### src/rtl/ps2_mouse_packet_tracker_assert.svh
// Assertion macros shared by the mouse packet tracker modules.
// Included by the front, queue and back modules; no other dependencies.
`ifndef PS2_MOUSE_PACKET_TRACKER_ASSERT_SVH
`define PS2_MOUSE_PACKET_TRACKER_ASSERT_SVH

// Consequent must hold in the same cycle as the antecedent.
`define PMT_ASSERT_IMPLY(label, clk, rst_n, ante, cons) \
	label: assert property (@(posedge clk) disable iff (!(rst_n)) (ante) |-> (cons)) \
		else $error("implication check failed");

// Consequent must hold in the cycle after the antecedent.
`define PMT_ASSERT_NEXT(label, clk, rst_n, ante, cons) \
	label: assert property (@(posedge clk) disable iff (!(rst_n)) (ante) |=> (cons)) \
		else $error("next-cycle check failed");

`endif

### src/rtl/pmt_pkg.sv
// Shared types, constants and helpers for the mouse packet tracker.
// No dependencies; used by every module of the block.
package pmt_pkg;

	// Coordinate width default and configuration register layout.
	localparam int unsigned COORD_BITS_DEF = 12;
	localparam int unsigned SIZE_BITS      = 13;
	localparam int unsigned IDX_BITS       = 2;
	localparam int unsigned OUT_BITS       = 12;

	localparam logic [IDX_BITS-1:0] REG_SCREEN_WIDTH  = 2'd0;
	localparam logic [IDX_BITS-1:0] REG_SCREEN_HEIGHT = 2'd1;

	localparam logic [SIZE_BITS-1:0] WIDTH_RST  = 13'd800;
	localparam logic [SIZE_BITS-1:0] HEIGHT_RST = 13'd600;
	localparam int unsigned X_RST = 400;
	localparam int unsigned Y_RST = 300;

	// Bits of the flags byte.
	localparam int unsigned SYNC_POS  = 3;
	localparam int unsigned LEFT_POS  = 0;
	localparam int unsigned RIGHT_POS = 1;

	// Command queue depth.
	localparam int unsigned QUEUE_DEPTH = 2;

	// One decoded packet, handed from the front to the back.
	typedef struct packed {
		logic [7:0] dx;
		logic [7:0] dy;
		logic       left;
		logic       right;
	} cmd_t;

	// Largest coordinate for a screen size: size zero acts as one, size capped at 2^cb.
	function automatic logic [16:0] limit_of(logic [SIZE_BITS-1:0] size, int unsigned cb);
		logic [16:0] cap;
		logic [16:0] s;
		cap = 17'd1 << cb;
		s = 17'(size);
		if (s == 17'd0) begin
			s = 17'd1;
		end
		if (s > cap) begin
			s = cap;
		end
		return s - 17'd1;
	endfunction

endpackage

### src/rtl/pmt_front.sv
// Front end: accepts mouse bytes, tracks the byte position in the packet
// and pushes one command per packet with the sync bit set. Uses pmt_pkg.
`include "ps2_mouse_packet_tracker_assert.svh"

module pmt_front (
	input  logic             clk,
	input  logic             arst_n,
	input  logic             in_valid,
	input  logic [7:0]       in_byte,
	output logic             in_ready,
	input  logic             q_full,
	output logic             push,
	output pmt_pkg::cmd_t    push_cmd
);

	typedef enum logic [2:0] {
		ST_FLAGS = 3'b001,
		ST_DX    = 3'b010,
		ST_DY    = 3'b100
	} byte_state_t;

	byte_state_t state_q;
	logic [7:0]  flags_q;
	logic [7:0]  dx_q;
	logic        accept;

	assign in_ready = !q_full;
	assign accept   = in_valid && in_ready;

	// A command leaves on the third beat when the sync bit of the flags byte is set.
	assign push = accept && (state_q == ST_DY) && flags_q[pmt_pkg::SYNC_POS];
	assign push_cmd.dx    = dx_q;
	assign push_cmd.dy    = in_byte;
	assign push_cmd.left  = flags_q[pmt_pkg::LEFT_POS];
	assign push_cmd.right = flags_q[pmt_pkg::RIGHT_POS];

	// Byte position within the packet; bad packets are not realigned.
	always_ff @(posedge clk or negedge arst_n) begin
		if (!arst_n) begin
			state_q <= ST_FLAGS;
		end else if (accept) begin
			case (state_q)
				ST_FLAGS: state_q <= ST_DX;
				ST_DX:    state_q <= ST_DY;
				ST_DY:    state_q <= ST_FLAGS;
				default:  state_q <= ST_FLAGS;
			endcase
		end
	end

	// Captured packet bytes.
	always_ff @(posedge clk) begin
		if (accept && state_q == ST_FLAGS) begin
			flags_q <= in_byte;
		end
		if (accept && state_q == ST_DX) begin
			dx_q <= in_byte;
		end
	end

	`PMT_ASSERT_NEXT(a_push_restarts, clk, arst_n, push, state_q == ST_FLAGS)
	`PMT_ASSERT_IMPLY(a_push_has_room, clk, arst_n, push, !q_full)

endmodule

### src/rtl/pmt_queue.sv
// Short command queue between the front and the back of the tracker.
// Uses pmt_pkg for the command type and its depth.
`include "ps2_mouse_packet_tracker_assert.svh"

module pmt_queue (
	input  logic          clk,
	input  logic          arst_n,
	input  logic          push,
	input  pmt_pkg::cmd_t push_cmd,
	output logic          full,
	input  logic          pop,
	output logic          head_valid,
	output pmt_pkg::cmd_t head_cmd
);

	localparam int unsigned PTR_BITS = $clog2(pmt_pkg::QUEUE_DEPTH);
	localparam int unsigned CNT_BITS = $clog2(pmt_pkg::QUEUE_DEPTH + 1);

	pmt_pkg::cmd_t        slots_q [pmt_pkg::QUEUE_DEPTH];
	logic [PTR_BITS-1:0]  wr_ptr_q;
	logic [PTR_BITS-1:0]  rd_ptr_q;
	logic [CNT_BITS-1:0]  count_q;
	logic                 do_pop;

	assign full       = (count_q == CNT_BITS'(pmt_pkg::QUEUE_DEPTH));
	assign head_valid = (count_q != '0);
	assign head_cmd   = slots_q[rd_ptr_q];
	assign do_pop     = pop && head_valid;

	// Pointers and fill count.
	always_ff @(posedge clk or negedge arst_n) begin
		if (!arst_n) begin
			wr_ptr_q <= '0;
			rd_ptr_q <= '0;
			count_q  <= '0;
		end else begin
			if (push) begin
				wr_ptr_q <= (wr_ptr_q == PTR_BITS'(pmt_pkg::QUEUE_DEPTH - 1)) ? '0
					: wr_ptr_q + 1'b1;
			end
			if (do_pop) begin
				rd_ptr_q <= (rd_ptr_q == PTR_BITS'(pmt_pkg::QUEUE_DEPTH - 1)) ? '0
					: rd_ptr_q + 1'b1;
			end
			if (push && !do_pop) begin
				count_q <= count_q + 1'b1;
			end else if (do_pop && !push) begin
				count_q <= count_q - 1'b1;
			end
		end
	end

	// Slot storage.
	always_ff @(posedge clk) begin
		if (push) begin
			slots_q[wr_ptr_q] <= push_cmd;
		end
	end

	`PMT_ASSERT_IMPLY(a_no_overflow, clk, arst_n, 1'b1, count_q <= CNT_BITS'(pmt_pkg::QUEUE_DEPTH))

endmodule

### src/rtl/pmt_back.sv
// Back end: applies queued movement commands to the cursor, clamps it to
// the screen limits and holds the result beat. Uses pmt_pkg.
`include "ps2_mouse_packet_tracker_assert.svh"

module pmt_back #(
	parameter int unsigned COORD_BITS = pmt_pkg::COORD_BITS_DEF
) (
	input  logic                          clk,
	input  logic                          arst_n,
	input  logic                          head_valid,
	input  pmt_pkg::cmd_t                 head_cmd,
	output logic                          pop,
	input  logic [COORD_BITS-1:0]         limit_x,
	input  logic [COORD_BITS-1:0]         limit_y,
	output logic                          out_valid,
	input  logic                          out_ready,
	output logic [pmt_pkg::OUT_BITS-1:0]  out_x,
	output logic [pmt_pkg::OUT_BITS-1:0]  out_y,
	output logic                          out_left,
	output logic                          out_right
);

	// Position registers also hold the reset position, which may exceed the limit.
	localparam int unsigned POS_W = (COORD_BITS > pmt_pkg::OUT_BITS) ? COORD_BITS
		: pmt_pkg::OUT_BITS;
	localparam int unsigned SUM_W = POS_W + 2;

	logic [POS_W-1:0]        pos_x_q;
	logic [POS_W-1:0]        pos_y_q;
	logic                    left_q;
	logic                    right_q;
	logic                    valid_q;
	logic signed [SUM_W-1:0] sum_x;
	logic signed [SUM_W-1:0] sum_y;
	logic [POS_W-1:0]        next_x;
	logic [POS_W-1:0]        next_y;

	assign pop = head_valid && (!valid_q || out_ready);

	// Add the deltas; Y is downward positive so its delta is subtracted.
	assign sum_x = $signed({2'b00, pos_x_q}) + SUM_W'($signed(head_cmd.dx));
	assign sum_y = $signed({2'b00, pos_y_q}) - SUM_W'($signed(head_cmd.dy));

	// Clamp to zero and the screen limit.
	always_comb begin
		if (sum_x[SUM_W-1]) begin
			next_x = '0;
		end else if (sum_x > $signed(SUM_W'(limit_x))) begin
			next_x = POS_W'(limit_x);
		end else begin
			next_x = sum_x[POS_W-1:0];
		end
		if (sum_y[SUM_W-1]) begin
			next_y = '0;
		end else if (sum_y > $signed(SUM_W'(limit_y))) begin
			next_y = POS_W'(limit_y);
		end else begin
			next_y = sum_y[POS_W-1:0];
		end
	end

	// Cursor position and output beat valid.
	always_ff @(posedge clk or negedge arst_n) begin
		if (!arst_n) begin
			pos_x_q <= POS_W'(pmt_pkg::X_RST);
			pos_y_q <= POS_W'(pmt_pkg::Y_RST);
			valid_q <= 1'b0;
		end else begin
			if (pop) begin
				pos_x_q <= next_x;
				pos_y_q <= next_y;
				valid_q <= 1'b1;
			end else if (out_ready) begin
				valid_q <= 1'b0;
			end
		end
	end

	// Button state of the beat.
	always_ff @(posedge clk) begin
		if (pop) begin
			left_q  <= head_cmd.left;
			right_q <= head_cmd.right;
		end
	end

	assign out_valid = valid_q;
	assign out_x     = pos_x_q[pmt_pkg::OUT_BITS-1:0];
	assign out_y     = pos_y_q[pmt_pkg::OUT_BITS-1:0];
	assign out_left  = left_q;
	assign out_right = right_q;

	`PMT_ASSERT_IMPLY(a_x_in_range, clk, arst_n, valid_q, pos_x_q <= POS_W'(limit_x))
	`PMT_ASSERT_IMPLY(a_y_in_range, clk, arst_n, valid_q, pos_y_q <= POS_W'(limit_y))

endmodule

### src/rtl/ps2_mouse_packet_tracker.sv
// Top level of the mouse packet tracker: configuration registers and the
// front, queue and back stages. Uses pmt_pkg and the pmt_* modules.
//
//  Channel | Direction | Payload
//  --------+-----------+---------------------------------------------------
//  s_axis  | in        | tdata[7:0] data_byte
//  m_axis  | out       | tdata cursor_x, cursor_y, left_button, right_button
//  cfg     | in        | cfg_index 0 screen_width, 1 screen_height
//
// One byte beat is taken per cycle while the queue is not full; a result beat
// passes the queue and then the back register after the third byte of a packet
// whose sync bit is set. The back stage updates the cursor once per command.
// Reset puts the cursor at (400, 300) and the screen at 800 by 600.
// A stalled output holds the back stage; the two-entry queue then fills and
// the input stalls once it is full.
module ps2_mouse_packet_tracker #(
	parameter int unsigned COORD_BITS = pmt_pkg::COORD_BITS_DEF
) (
	input  logic                            clk,
	input  logic                            arst_n,
	input  logic                            s_axis_tvalid,
	output logic                            s_axis_tready,
	input  logic [7:0]                      s_axis_tdata,  // [7:0] data_byte
	output logic                            m_axis_tvalid,
	input  logic                            m_axis_tready,
	// [11:0] cursor_x, [23:12] cursor_y, [24] left_button, [25] right_button
	output logic [31:0]                     m_axis_tdata,
	input  logic                            cfg_we,
	input  logic [pmt_pkg::IDX_BITS-1:0]    cfg_index,
	input  logic [pmt_pkg::SIZE_BITS-1:0]   cfg_wdata
);

	localparam logic [16:0] LIM_X_RST = pmt_pkg::limit_of(pmt_pkg::WIDTH_RST, COORD_BITS);
	localparam logic [16:0] LIM_Y_RST = pmt_pkg::limit_of(pmt_pkg::HEIGHT_RST, COORD_BITS);

	logic [COORD_BITS-1:0]        limit_x_q;
	logic [COORD_BITS-1:0]        limit_y_q;
	logic [16:0]                  cfg_limit;
	logic                         q_full;
	logic                         push;
	pmt_pkg::cmd_t                push_cmd;
	logic                         pop;
	logic                         head_valid;
	pmt_pkg::cmd_t                head_cmd;
	logic [pmt_pkg::OUT_BITS-1:0] cur_x;
	logic [pmt_pkg::OUT_BITS-1:0] cur_y;
	logic                         btn_left;
	logic                         btn_right;

	// Screen sizes are kept as their clamp limits.
	assign cfg_limit = pmt_pkg::limit_of(cfg_wdata, COORD_BITS);

	always_ff @(posedge clk or negedge arst_n) begin
		if (!arst_n) begin
			limit_x_q <= LIM_X_RST[COORD_BITS-1:0];
			limit_y_q <= LIM_Y_RST[COORD_BITS-1:0];
		end else if (cfg_we) begin
			case (cfg_index)
				pmt_pkg::REG_SCREEN_WIDTH:  limit_x_q <= cfg_limit[COORD_BITS-1:0];
				pmt_pkg::REG_SCREEN_HEIGHT: limit_y_q <= cfg_limit[COORD_BITS-1:0];
				default: ;
			endcase
		end
	end

	pmt_front u_front (
		.clk      (clk),
		.arst_n   (arst_n),
		.in_valid (s_axis_tvalid),
		.in_byte  (s_axis_tdata),
		.in_ready (s_axis_tready),
		.q_full   (q_full),
		.push     (push),
		.push_cmd (push_cmd)
	);

	pmt_queue u_queue (
		.clk        (clk),
		.arst_n     (arst_n),
		.push       (push),
		.push_cmd   (push_cmd),
		.full       (q_full),
		.pop        (pop),
		.head_valid (head_valid),
		.head_cmd   (head_cmd)
	);

	pmt_back #(
		.COORD_BITS (COORD_BITS)
	) u_back (
		.clk        (clk),
		.arst_n     (arst_n),
		.head_valid (head_valid),
		.head_cmd   (head_cmd),
		.pop        (pop),
		.limit_x    (limit_x_q),
		.limit_y    (limit_y_q),
		.out_valid  (m_axis_tvalid),
		.out_ready  (m_axis_tready),
		.out_x      (cur_x),
		.out_y      (cur_y),
		.out_left   (btn_left),
		.out_right  (btn_right)
	);

	assign m_axis_tdata = {6'b000000, btn_right, btn_left, cur_y, cur_x};

endmodule
### config.mk
export PLATFORM = sky130hd
export DESIGN_NAME = ps2_mouse_packet_tracker
export DESIGN_NICKNAME = d
export VERILOG_FILES = /design/src/rtl/pmt_pkg.sv /design/src/rtl/pmt_front.sv /design/src/rtl/pmt_queue.sv /design/src/rtl/pmt_back.sv /design/src/rtl/ps2_mouse_packet_tracker.sv
export VERILOG_INCLUDE_DIRS = /design/src /design/src/rtl
export SDC_FILE = /design/constraint.sdc
export NUM_CORES = 1
export LEC_CHECK = 0
export BUFFER_PORTS_ARGS = -buffer_cell sky130_fd_sc_hd__buf_2
export CAP_MARGIN = 10
export CORE_UTILIZATION = 26
export DETAILED_ROUTE_END_ITERATION = 7
export SETUP_SLACK_MARGIN = 0.2
export SYNTH_ARGS = -nofsm -noshare
export SYNTH_HDL_FRONTEND = slang
export SYNTH_SLANG_ARGS = --single-unit
### constraint.sdc
create_clock -name clk -period 4.2 [get_ports clk]
set_input_delay 0.21 -clock clk [delete_from_list [all_inputs] [get_ports clk]]
set_output_delay 0.21 -clock clk [all_outputs]
set_load 0.005 [all_outputs]
---- After elaboration in Yosys (flattened, before gate mapping) ----
Memory sizes are Yosys's and may differ from the RTL's.
Cells that the tools add are included.
storage, ports and cells
  output and inout port bits .............. 34
  flip-flop bits (word level) ............. 70
  input port bits ......................... 28
  memories ................................ 1
  bits in writable memories ............... 36
cells by class
  eq/ne operators ......................... 5
  add/sub/neg operators ................... 7
  $lt $le $gt $ge ......................... 3
  reductions and logical operators ........ 21
  muxes and demuxes ....................... 15
memory list
  name             words  width  rd ports  clocked after memory_dff  write ports  RTL line         source
  u_queue.slots_q  2      18     1         0                         1            pmt_queue.sv:19  pmt_pkg::cmd_t slots_q [pmt_pkg::QUEUE_DEPTH];
operator list
  operator                 count
  $mux W12                 5
  $gt A14 B13 Y1           2
  $add A13 B8 Y14          1
  $sub A13 B8 Y14          1
  $gt A13 B13 Y1 const B   1
  $logic_not A13 Y1        1
  $mux W13                 1
  $sub A12 B1 Y12 const B  1
  $logic_and A1 B1 Y1      9
  $mux W1                  6
  $pmux W3 S2              1
  $reduce_bool A2 Y1       3
  $logic_not A1 Y1         4
  $mux W2                  2
  $reduce_and A2 Y1        2
  $eq A3 B1 Y1 const B     1
  $eq A3 B2 Y1 const B     1
  $eq A3 B3 Y1 const B     1
  $add A1 B1 Y1 const B    2
  $add A2 B1 Y2 const B    1
  $eq A2 B1 Y1 const B     1
  $eq A2 B2 Y1 const B     1
  $logic_not A2 Y1         1
  $sub A2 B1 Y2 const B    1
  $logic_or A1 B1 Y1       1

---- Longest topological paths before layout ----
  depth in word-level cells ............... 9
  gate-level depth with buffers ........... 21
  gate-level depth less buffers ........... 18

---- Modules after synthesis ----
Synthesis repeated with hierarchy kept, for this count alone.
second synthesis, totals
  cell total of the unflattened synthesis .. 618
  area total of the unflattened synthesis .. 6556.3 um2
modules (own cells, without submodules)
  module                    area each (um2)  cells each  instances  sequential area each (um2)
  pmt_back                  3109.2           367         1          694.4
  pmt_queue                 1539.0           72          1          1181.1
  ps2_mouse_packet_tracker  1330.0           143         1          616.8
  pmt_front                 578.1            36          1          406.6

---- Least setup slack after synthesis ----
OpenSTA, ideal clock, no wires.
  path kind ............................... register -> register
  from .................................... register u_queue.rd_ptr_q
  to ...................................... register u_back.pos_x_q[10], in the netlist u_back.out_x[10]
  buffers on the path ..................... 3
  slack ................................... -477 ps
  arrival time ............................ 4554 ps
  stages on the path, launching flop included .. 22
  path through ............................ dfrtp_1 > clkbuf_1 > clkbuf_1 > mux2i_1 > inv_1 > ha_1 > a21o_1 > a221oi_2 > o221a_2 > o21bai_1 > a21oi_1 > xor2_1 > ha_1 > and4_1 > nand3_1 > a211o_1 > a31oi_1 > nand4bb_1 > o31ai_4 > buf_8 > mux2i_1 > o21ai_2
between the ends
  cells in the longest elaborated chain, start to end .. 5
RTL lines
  item                    RTL line         source
  start, declared         pmt_queue.sv:21  logic [PTR_BITS-1:0] rd_ptr_q;
  start signal, assigned  pmt_queue.sv:42  rd_ptr_q <= (rd_ptr_q == PTR_BITS'(pmt_pkg::QUEUE_DEPTH - 1)) ? '0
  $mem_v2 Z2 W18 *        n/a
  $add A13 B8 Y14 *       pmt_back.sv:41   assign sum_x = $signed({2'b00, pos_x_q}) + SUM_W'($signed(head_cmd.dx));
  $gt A14 B13 Y1          pmt_back.sv:48   end else if (sum_x > $signed(SUM_W'(limit_x))) begin
  $mux W12                pmt_back.sv:48
  $mux W12 *              pmt_back.sv:46   if (sum_x[SUM_W-1]) begin
  end signal, assigned    pmt_back.sv:65   pos_x_q <= POS_W'(pmt_pkg::X_RST);
  end signal, assigned    pmt_back.sv:70   pos_x_q <= next_x;
  end, declared           pmt_back.sv:28   logic [POS_W-1:0] pos_x_q;
Every way passes the cells marked *; elsewhere a longest branch is shown, timed or not.
A chain may end at the register's enable or synchronous reset.

---- Worst setup path in the final report ----
  from .................................... register u_queue.rd_ptr_q
  to ...................................... register u_back.pos_x_q[1], in the netlist u_back.out_x[1]
Same word-level chain as after synthesis.

==> impl_metrics.tcl <==
set metrics [dict create \
    drcViolationCount 0 \
    synth_edf_count 49 \
    slew_violations 0 \
    cp_max_fo 12 \
    grt_pass1_wl_microns 22700 \
    async_reset_ff_share_pct 53.3 \
    crit_top_cell "ha_1" \
    synth.avg_cell_area_sq_um 10.8 \
    yosysWarnings 0 \
    netlist-cell-type-count 65 \
    cts-buffers-inserted 9 \
    rsz0062_at_grt "yes" \
    die_w_microns 156 \
    dr.pass1.iters 4 \
    synth_simple_gate_area_share_pct 10.6 \
    worst_slew_pin_slew_ns 0.869 \
    htreeDepth 3 \
    grt_max_degree 57 \
    crit_type "reg2reg" \
    clockBufferDepth 2 \
    io_pins 62 \
    cellPowerDensity_nw_per_um2 735 \
    die-area_sq_um 24500 \
    clkLatencyLatePin_ns 0.36 \
    ys_seq_area_share_pct 46.7 \
    period_minus_slack_ns 4.14 \
    fillers 2376 \
    r2r_start "u_queue.rd_ptr_q$_DFFE_PN0P_" \
    muxShareOfSynthArea_pct 7.50 \
    irDropWorstVdd_v 0.000242 \
    syn-instance-count 574 \
    hold_viol 6 \
    layoutNonFillerInstCount 1000 \
    start_util_pct 26.5 \
    cp_cell_sequence "buf_6 > mux2_2 > ha_1 > and3_4 > a221oi_4 > o221a_4 > o21bai_1 > a21oi_1 > xor2_1 > ha_1 > and4_1 > nand3_2 > a211o_1 > a31oi_4 > nand4bb_4 > o31ai_4 > buf_12 > mux2i_1 > o22ai_1" \
    dp_hpwl_microns 11100 \
    dieHeight_microns 156 \
    synth_xor_area_share_pct 4.38 \
    final_nets 758 \
    maxUsedRoutingLayer "met5" \
    wl_per_cell_microns 14.6 \
    violations "negative hold slack" \
    place_congestion 0.812 \
    tritoncts "yes" \
    skew_ns 0.0160 \
    synth-adder-area-share_pct 11.3 \
    placed_cells 967 \
    synth_top_family_by_area "compound AO/OA/AOI/OAI gates" \
    rows 56 \
    drt_iter0_markers 234 \
    setup_violations 0 \
    synth_ff_type "edfxtp_1" \
    regArea_sq_um 2900 \
    yosysTopAreaCell "edfxtp_1" \
    setup.worst_path.start "u_queue.rd_ptr_q$_DFFE_PN0P_" \
    grt_overflow 0 \
    grt_pass1_vias 4388 \
    routed_via_density 4.53 \
    antenna_found_initial 3 \
    synth_compound_area_share_pct 14.7 \
    worstSetupStartpointType "register" \
    clkSlewWorstSetupHoldPaths_ns 0.08 \
    synth_area_leaders "edfxtp_1 24%, dfrtp_1 14%, ha_1 11%" \
    cts-hold-fix-buffers 0 \
    synth_area_sq_um 6200 \
    hold_ws_ns -0.0172 \
    ant_nets 0 \
    outcome "complete, but fails checks" \
    synth_top_area_share_pct 23.7 \
    cp_slowest_stage_delay_ns 0.43 \
    hold_path.class "in2async" \
    fin_area_sq_um 7800 \
    end_kind "register" \
    wl_met2_microns 7400 \
    synth_seq_cells 105 \
    slew_headroom_pct 42.1 \
    cts.sinks 105 \
    slowest_stage "dfrtp_2" \
    fmax_mhz 241 \
    drv_cap 0 \
    ctsRootBufferMaster "clkbuf_16" \
    via_count 4526 \
    required_ns 4.41 \
    placed_area_sq_um 7080 \
    wl_met1_microns 6490 \
    area_delta_synth_final_pct 25.8 \
    core_sq_um 23400 \
    p_leak_nw 3.29 \
    wirelength_microns 14600 \
    groute.usage.overall_pct 12.2 \
    multi_input_area_sq_um 3320 \
    buffer_ports.inserted 55 \
    wl_met3_microns 479 \
    drive_above_1_share_pct 31.9 \
    post-route-period-util_pct 98.6 \
    arrival_ns 4.35 \
]
## stage by stage
step	util (%)	setup slack (ns)	power (W)	TNS, ns
after detailed placement	30.2	-0.215	0.00436	-3.02
after CTS	32.2	0.0433	0.00545	0
after global placement	30.2	-0.168	0.00434	-2.25
after global routing	33.3	-0.162	0.00618	-2.95
final	33.3	0.0579	0.00573	0
after floorplan	-	0.160	0.00358	0
## cells by family (layout without fill, tap and decap cells)
family / count (synthesis) / count (layout)
AOI/OAI and AO/OA: 136 / 136
xor gates and xnor gates: 31 / 31
DFF: 105 / 105
muxes: 45 / 45
adders and majority gates: 55 / 55
and+or+nand+nor: 138 / 138
buffers and inverters: 63 / 164
other: 1 / 7
## cell usage after synthesis (3+ instances only)
library cell and n:
clkbuf_1 8, o21ai_2 7, a31oi_1 4, dfstp_2 21, ha_1 53, nand4_1 3, o21bai_1 7, a21oi_1 23
xor2_1 11, buf_4 9, mux2i_1 33, a2111oi_0 4, o21ai_0 40, mux2_2 12, inv_1 42, nand2_1 64
nand2b_1 11, o21ai_1 13, nand3_1 5, edfxtp_1 49, nor2_1 26, o21a_1 3, xnor2_1 20, o22ai_1 5
a21o_1 7, nor2b_1 7, dfrtp_1 35, nor3_1 5
## critical path, delay by kind of cell (launching register included)
| kind | cells | cell delay, ns |
|---|---|---|
| fa+ha+maj | 2 | 0.59 |
| flops | 1 | 0.43 |
| simple gates | 4 | 0.66 |
| mux | 2 | 0.47 |
| compound gates | 8 | 1.43 |
| xor+xnor | 1 | 0.12 |
| buf+inv | 2 | 0.27 |
## final cells by class
type | instances | area share [%]
Antenna cell | 1 | 0.0321
Clock buffer | 9 | 2.89
Clock inverter | 7 | 1.07
Inverter | 42 | 2.02
Multi-Input combinational cell | 411 | 42.6
Sequential cell | 105 | 37.2
Tap cell | 319 | 5.11
Timing Repair Buffer | 106 | 9.14
## layout by cell type (no fill, tap or decap), drive strengths merged, types with 20 or more instances in the layout
cell type / count
buf: 106
nand2: 64
o21ai: 60
ha: 53
edfxtp: 49
inv: 48
dfrtp: 35
mux2i: 33
nor2: 26
a21oi: 23
dfstp: 21
xnor2: 20
## per-layer routing
| metal | global-route usage [%] | up-vias |
|---|---|---|
| met5 | 0 | - |
| met1 | 14.9 | 2201 |
| li1 | - | 2257 |
| met4 | 3.73 | 2 |
| met2 | 21.2 | 53 |
| met3 | 2.52 | 13 |
## flip-flops by register name (all words and copies together), names as in the netlist, 2 cells and up
register         cells
u_back.out_y        12
u_front.state_q      3
u_back.out_x        12
limit_y_q           12
u_queue.slots_q     36
u_queue.count_q      2
u_front.dx_q         8
limit_x_q           12
u_front.flags_q      3
## power by group
group          switching (W)  internal [W]
registers           0.000176       0.00131
logic                0.00170       0.00169
clock network       0.000431      0.000433
total                0.00230       0.00343
## worst paths after layout
path                                                     to  slack (ns)  cells past startpoint
setup / recovery                u_back.out_x[1]$_DFFE_PN0P_        0.06                     19
hold / removal               u_queue.count_q[1]$_DFFE_PN0P_       -0.02                      2
setup reg to reg                u_back.out_x[1]$_DFFE_PN0P_        0.06                     19
hold reg to reg            u_queue.slots_q[0][11]$_DFFE_PP_        0.45                      0
max in group asynchronous      u_queue.rd_ptr_q$_DFFE_PN0P_        3.65                      2
min in group clk                  u_front.dx_q[2]$_DFFE_PP_        0.08                      1
## repair_timing
item                       4_1_cts  5_1_grt
setup endpoints to repair       24       24
resized for setup               24       40
pin swaps                        9       13
buffers inserted                 5       10
gates cloned                     1        0
Power figures use the tool's default switching activity.
